## config.mk

```make
export PLATFORM = sky130hd
export DESIGN_NAME = binomial_coefficient_unit
export DESIGN_NICKNAME = d
export VERILOG_FILES = /design/src/design/bc_pkg.sv /design/src/design/binomial_coefficient_unit.sv
export SDC_FILE = /design/constraint.sdc
export NUM_CORES = 1
export LEC_CHECK = 0
export BUFFER_PORTS_ARGS = -buffer_cell sky130_fd_sc_hd__buf_2
export CAP_MARGIN = 0
export CORE_MARGIN = 4
export CORE_UTILIZATION = 52
export DETAILED_ROUTE_END_ITERATION = 6
export PLACE_DENSITY_LB_ADDON = 0.3
export RECOVER_POWER = 25
export SYNTH_ARGS = -nofsm -noshare
export SYNTH_HDL_FRONTEND = slang
export SYNTH_SLANG_ARGS = --single-unit
```

## constraint.sdc

```tcl
create_clock -name clk -period 26.9 [get_ports clk]
set_clock_uncertainty 0.2 [all_clocks]
set_input_delay 4.035 -clock clk [delete_from_list [all_inputs] [get_ports clk]]
set_output_delay 4.035 -clock clk [all_outputs]
set_load 0.05 [all_outputs]
```

## src/design/bc_pkg.sv

```systemverilog
// Shared types and constants for the binomial coefficient unit.
// No dependencies; imported by binomial_coefficient_unit, coefficient_checker and the testbench.
`default_nettype none

package bc_pkg;

  // Argument and result widths, and the product width the datapath needs
  localparam int ARG_W  = 16;
  localparam int RES_W  = 64;
  localparam int PROD_W = RES_W + ARG_W;
  localparam int CNT_W  = $clog2(PROD_W);

  // Result status codes
  typedef enum logic [1:0] {
    STATUS_OK       = 2'd0,
    STATUS_OVERFLOW = 2'd1,
    STATUS_RANGE    = 2'd2
  } status_t;

  // Input word
  typedef struct packed {
    logic [ARG_W-1:0] n;
    logic [ARG_W-1:0] k;
  } operand_t;

  // Result word
  typedef struct packed {
    logic [RES_W-1:0] coefficient;
    status_t          status;
  } result_t;

endpackage

`default_nettype wire

```

## src/design/binomial_coefficient_unit.sv

```systemverilog
// Binomial coefficient unit: C(n,k) by the multiplicative rule on one shared adder.
// Depends on bc_pkg (widths, status codes, word structs).
//
//  channel  | signals              | handshake
//  ---------+----------------------+-------------------------------------
//  input    | start, busy, operand | word taken when start && !busy
//  result   | done, result         | done high one cycle, no backpressure
//
// Each step i = 1..min(k, n-k) forms b*(n-i+1) by shift-add and divides it
// exactly by i with a restoring divider, all on one adder. An overflow in any
// step ends the item with STATUS_OVERFLOW; k > n is answered from idle as a range error.
// Reset is synchronous and returns the sequencer to idle with no result pending.
// The receiver cannot stall; a result shows for exactly one cycle.
`default_nettype none

module binomial_coefficient_unit
  import bc_pkg::*;
(
  input  wire logic     clk,
  input  wire logic     rst,
  input  wire logic     start,
  output logic          busy,
  input  wire operand_t operand,
  output logic          done,
  output result_t       result
);

  typedef enum logic [4:0] {
    S_IDLE  = 5'b00001,
    S_CHECK = 5'b00010,
    S_MUL   = 5'b00100,
    S_DIV   = 5'b01000,
    S_WB    = 5'b10000
  } state_t;

  state_t            state;
  logic [ARG_W-1:0]  m_lim;    // min(k, n-k)
  logic [ARG_W-1:0]  idx;      // step index i
  logic [ARG_W-1:0]  num;      // n - i + 1
  logic [ARG_W-1:0]  mulsh;    // multiplier bits, MSB first
  logic [RES_W-1:0]  b;        // partial coefficient C(n, i-1)
  logic [PROD_W-1:0] acc;      // product, then quotient
  logic [ARG_W-1:0]  rem;      // divider remainder
  logic [CNT_W-1:0]  cnt;

  logic [ARG_W-1:0]  n_minus_k;
  logic [PROD_W-1:0] opa;
  logic [PROD_W-1:0] opb;
  logic              sub;
  logic [PROD_W:0]   sum;
  logic              borrow;
  logic [ARG_W:0]    trial;
  logic [ARG_W-1:0]  rem_next;

  assign busy      = (state != S_IDLE);
  assign n_minus_k = operand.n - operand.k;
  assign trial     = {rem, acc[PROD_W-1]};

  // Shared add/subtract unit
  always_comb begin
    opa = '0;
    opb = '0;
    sub = 1'b0;
    case (state)
      S_MUL: begin
        opa = {acc[PROD_W-2:0], 1'b0};
        opb = mulsh[ARG_W-1] ? PROD_W'(b) : '0;
      end
      S_DIV: begin
        opa = PROD_W'(trial);
        opb = PROD_W'(idx);
        sub = 1'b1;
      end
      default: begin
        opa = '0;
      end
    endcase
    sum = {1'b0, opa} + (sub ? ~{1'b0, opb} : {1'b0, opb}) + (PROD_W + 1)'(sub);
  end

  // Restoring division: keep the trial value when the subtraction borrows
  assign borrow   = sum[PROD_W];
  assign rem_next = borrow ? trial[ARG_W-1:0] : sum[ARG_W-1:0];

  // Sequencer and datapath registers
  always_ff @(posedge clk) begin
    done <= 1'b0;
    if (rst) begin
      state <= S_IDLE;
    end else begin
      case (state)
        S_IDLE: begin
          if (start) begin
            if (operand.k > operand.n) begin
              result.coefficient <= '0;
              result.status      <= STATUS_RANGE;
              done               <= 1'b1;
            end else begin
              m_lim <= (operand.k < n_minus_k) ? operand.k : n_minus_k;
              num   <= operand.n;
              idx   <= ARG_W'(1);
              b     <= RES_W'(1);
              state <= S_CHECK;
            end
          end
        end
        S_CHECK: begin
          if (idx > m_lim) begin
            result.coefficient <= b;
            result.status      <= STATUS_OK;
            done               <= 1'b1;
            state              <= S_IDLE;
          end else begin
            acc   <= '0;
            mulsh <= num;
            cnt   <= CNT_W'(ARG_W - 1);
            state <= S_MUL;
          end
        end
        S_MUL: begin
          acc   <= sum[PROD_W-1:0];
          mulsh <= {mulsh[ARG_W-2:0], 1'b0};
          if (cnt == '0) begin
            rem   <= '0;
            cnt   <= CNT_W'(PROD_W - 1);
            state <= S_DIV;
          end else begin
            cnt <= cnt - CNT_W'(1);
          end
        end
        S_DIV: begin
          acc <= {acc[PROD_W-2:0], ~borrow};
          rem <= rem_next;
          if (cnt == '0) begin
            state <= S_WB;
          end else begin
            cnt <= cnt - CNT_W'(1);
          end
        end
        S_WB: begin
          // partial values never decrease, so any overflow is final
          if (acc[PROD_W-1:RES_W] != '0) begin
            result.coefficient <= '1;
            result.status      <= STATUS_OVERFLOW;
            done               <= 1'b1;
            state              <= S_IDLE;
          end else begin
            b     <= acc[RES_W-1:0];
            idx   <= idx + ARG_W'(1);
            num   <= num - ARG_W'(1);
            state <= S_CHECK;
          end
        end
        default: begin
          state <= S_IDLE;
        end
      endcase
    end
  end

`ifndef NO_ASSERTIONS
  // k > n answers in the next cycle with a range error
  a_range_err: assert property (@(posedge clk) disable iff (rst)
    (start && !busy && (operand.k > operand.n)) |=>
      (done && result.status == STATUS_RANGE && result.coefficient == '0))
    else $error("range error not reported");

  // a valid pair starts the sequencer
  a_start_busy: assert property (@(posedge clk) disable iff (rst)
    (start && !busy && (operand.k <= operand.n)) |=> busy)
    else $error("accepted word did not start the sequencer");

  // divisor is never zero while dividing
  a_div_nonzero: assert property (@(posedge clk) disable iff (rst)
    (state == S_DIV) |-> (idx != '0))
    else $error("division by zero step index");

  // a computed result follows a busy cycle
  a_done_busy: assert property (@(posedge clk) disable iff (rst)
    (done && result.status != STATUS_RANGE) |-> $past(busy))
    else $error("result without work");

  // step index never runs past its limit while multiplying
  a_idx_limit: assert property (@(posedge clk) disable iff (rst)
    (state == S_MUL) |-> (idx <= m_lim && idx != '0))
    else $error("step index out of range");
`endif

endmodule

`default_nettype wire

```

==> summary.txt <==
Layout
  • Share of cells above drive strength 1: 8.50%
  • Flip-flop and latch area: 0.00904 mm²
  • Multi-input gate area: 0.0102 mm²
  • Fill cells: 3303
  • Layout area overhead: 10.2%
  • Final nets: 2334
  • Finished Cell Area: 0.0218 mm²
  • Antenna Diode Count: 0

Synth
  • Mapped Nets: 2286
  • Dominant synthesized flop cell: edfxtp_1
  • Sequential share of the synthesized area: 45.6%
  • Register bit total from synthesis: 303
  • Synth Area per Inst: 9.35 µm²
  • Synth async-reset ratio: 0%
  • Mapped Area: 0.0198 mm²
  • Post-synth cell types: 73
  • Largest cells by area after synthesis: edfxtp_1 (45%), nand2_1 (8.9%), ha_1 (8.3%), and2_1 (4.2%), o21ai_0 (3.3%)
  • Post-synth EDFFs: 297
  • Yosys top cell by area: edfxtp_1
  • Mapped Cells: 2118
  • Post-synth top area share: 45.0%
  • Yosys warns: 0

Pwr
  • Power per cell area: 57.6 mW/mm²
  • Total net switching power: 0.341 mW
  • Worst VDD drop: 0.0518 mV
  • Pleak: 9.10 nW
  • Combinational Power Share: 14.2%
  • Sw frac: 27.1%
  • Clock power share: 37.7%
  • Sequential share of power: 48.1%
  • Int Pwr: 0.916 mW

Placed design
  • Routability cong.: 0.914
  • Buffers on Ports: 102
  • Detail Placement HPWL: 33200 µm
  • Placement Cell Area: 0.0207 mm²

Worst setup path
  • Startpoint Class: flop
  • Crit path capture type: flop
  • Worst EP arrival: 9.40 ns
  • Critical path class: flop to flop
  • CP Max Fanout: 75
  • Worst Path Required: 26.93 ns

STA
  • Setup_tns: 0 ns
  • FMAX: 0.107 GHz
  • Hold Slack: 0.310 ns
  • Max-slew violation count: 375
  • Min Tclk post-route: 9.37 ns
  • Max transition margin: -147%
  • Tcrit/Tclk final: 34.8%
  • Worst-Margin Slew: 3.70 ns
  • Final-report setup violation count: 0
  • Final hold viol count: 0
  • RSZ-0062 raised after global routing: false

CTS
  • CTS tree: done
  • Clk_lat worst skew: 0.54 ns
  • Reg clk slew, reported paths: 0.06 ns
  • Clock H-tree levels: 2
  • Cts repair resizes: 0
  • Setup bufs post-CTS: 0
  • Number of hold buffers added after CTS: 0
  • Clk root buf: clkbuf_16
  • CTS max path bufs: 3
  • CTS buffer count: 34
  • CTS sink count: 303

GRT
  • Total Routing Usage GR: 23.1%
  • First-pass GRT wire length: 78400 µm
  • Vias in the first global route: 15339
  • Initial antenna violation count: 1
  • Total congestion overflow: 0
  • Largest net degree at the start of global routing: 86

Floorplanning
  • Core ar.: 0.0376 mm²
  • Die ar.: 0.0413 mm²
  • Die Y: 203 µm
  • Chip width: 203 µm
  • Cell Rows: 71
  • Initial Utilization: 52.7%
  • # IOs: 103

Drt
  • Drt first-iter violations: 1066
  • DR pass1 iterations: 6
  • Antenna Nets Post-Route: 0
  • Vias per cell: 5.81
  • Routed WL: 48000 µm
  • DRC viols: 0
  • Avg WL per Cell: 17.8 µm
  • Routed vias: 15691

Min path
  • Min-delay worst type: flop to flop

Status
  • Status: finished, violations left
  • Failing checks: max-capacitance violations, max-slew violations

Job
  • Max-Cap Viols: 5
[metrics by stage]
stage / cells / setup WS, ns / utilization [%] / total power, mW
floorplan: 2118 / 4.95 / - / 0.754
global placement: 2641 / 18.37 / 55.2 / 0.787
detailed placement: 2641 / 18.19 / 55.2 / 0.793
CTS: 2699 / 18.76 / 58.2 / 1.27
global route: 2699 / 16.94 / 58.1 / 1.31
finish: 2699 / 17.53 / 58.1 / 1.26
[cells in the mapped netlist, types with 24 or more instances]
library cell  number
xnor2_1           62
a21o_1            59
a22o_1            37
mux2i_1           29
edfxtp_1         297
nand4_1           25
o21ai_0          131
ha_1             131
and2_1           133
nor3_1            26
clkbuf_1          98
o21ai_1           24
inv_1             67
nand2_1          468
nor2_1           105
xor2_1            49
a21oi_1          129
[worst paths after layout]
check             depth (start not counted)  slack (ns)        to     start
setup / recovery                         21       17.53   rem[15]  state[4]
hold / removal                            2        0.31  mulsh[5]  mulsh[4]
setup reg to reg                         21       17.53   rem[15]  state[4]
hold reg to reg                           2        0.31  mulsh[5]  mulsh[4]
[routing by layer]
layer  up-vias  wire length, µm  track usage [%]
li1       7642                -                -
met3        95             2790             3.42
met1      7499            22500             32.6
met2       453            21300             36.9
met5         -               13                0
met4         2             1410             7.97
[power groups by stage]
stage	Combinational [mW]	Sequential [mW]	Clock, mW
detailed placement	0.179	0.614	0
global placement	0.174	0.613	0
CTS	0.179	0.605	0.484
global route	0.196	0.610	0.502
floorplan	0.0944	0.660	0
finish	0.178	0.605	0.474
[flip-flops by register name, indices dropped and copies added (netlist names)]
| register | count |
|---|---|
| acc | 80 |
| result | 66 |
| b | 64 |
| idx | 16 |
| m_lim | 16 |
| mulsh | 16 |
| num | 16 |
| rem | 16 |
| cnt | 7 |
| state | 5 |
| done | 1 |
[critical path, cell delays in order (launching register included)]
cell	delay, ns
dfxtp_1	0.36
or3_1	0.48
nor3b_1	0.22
clkbuf_1	2.18
and2_2	0.41
buf_4	0.61
nand2_1	0.12
o21ai_0	0.11
ha_1	0.32
nor2b_1	0.17
o2111ai_1	0.23
a21oi_1	0.14
a2111oi_2	0.47
a211o_1	0.28
a21oi_1	0.13
o21a_1	0.25
o21ai_1	0.35
a21oi_1	0.20
a221o_1	0.44
ha_1	0.89
mux2i_1	0.27
nor2_1	0.07
[layout by cell type, fill, tap and decap left out, types with 19 or more instances in the layout]
master	instances
nor2_1	105
buf_2	102
xnor2_1	62
nor3_1	25
nand2_1	468
inv_1	67
a22o_1	37
a21o_1	59
ha_1	131
mux2i_1	29
a21oi_1	128
o21ai_0	131
nand4_1	25
o21ai_1	24
clkbuf_16	37
and2_0	43
nand3_1	19
edfxtp_1	297
and2_1	89
xor2_1	49
[cell type report]
type                       instances  area share (%)
clock inverter                    14           0.808
multi-input combinational       1639            46.5
timing repair buffer             118            2.80
inverter                          70            1.21
clock buffer                      44            4.36
tap                              511            2.93
sequential                       303            41.4
[cell families after synthesis]
logic type	count (synthesis)	synth area share, %
buf+inv	176	3.33
mux	31	1.58
compound gates	505	16.2
xor+xnor	111	4.91
simple gates	859	19.9
flops	303	45.6
fa+ha+maj	133	8.48
Note: power is estimated with default switching activity, not from simulation.
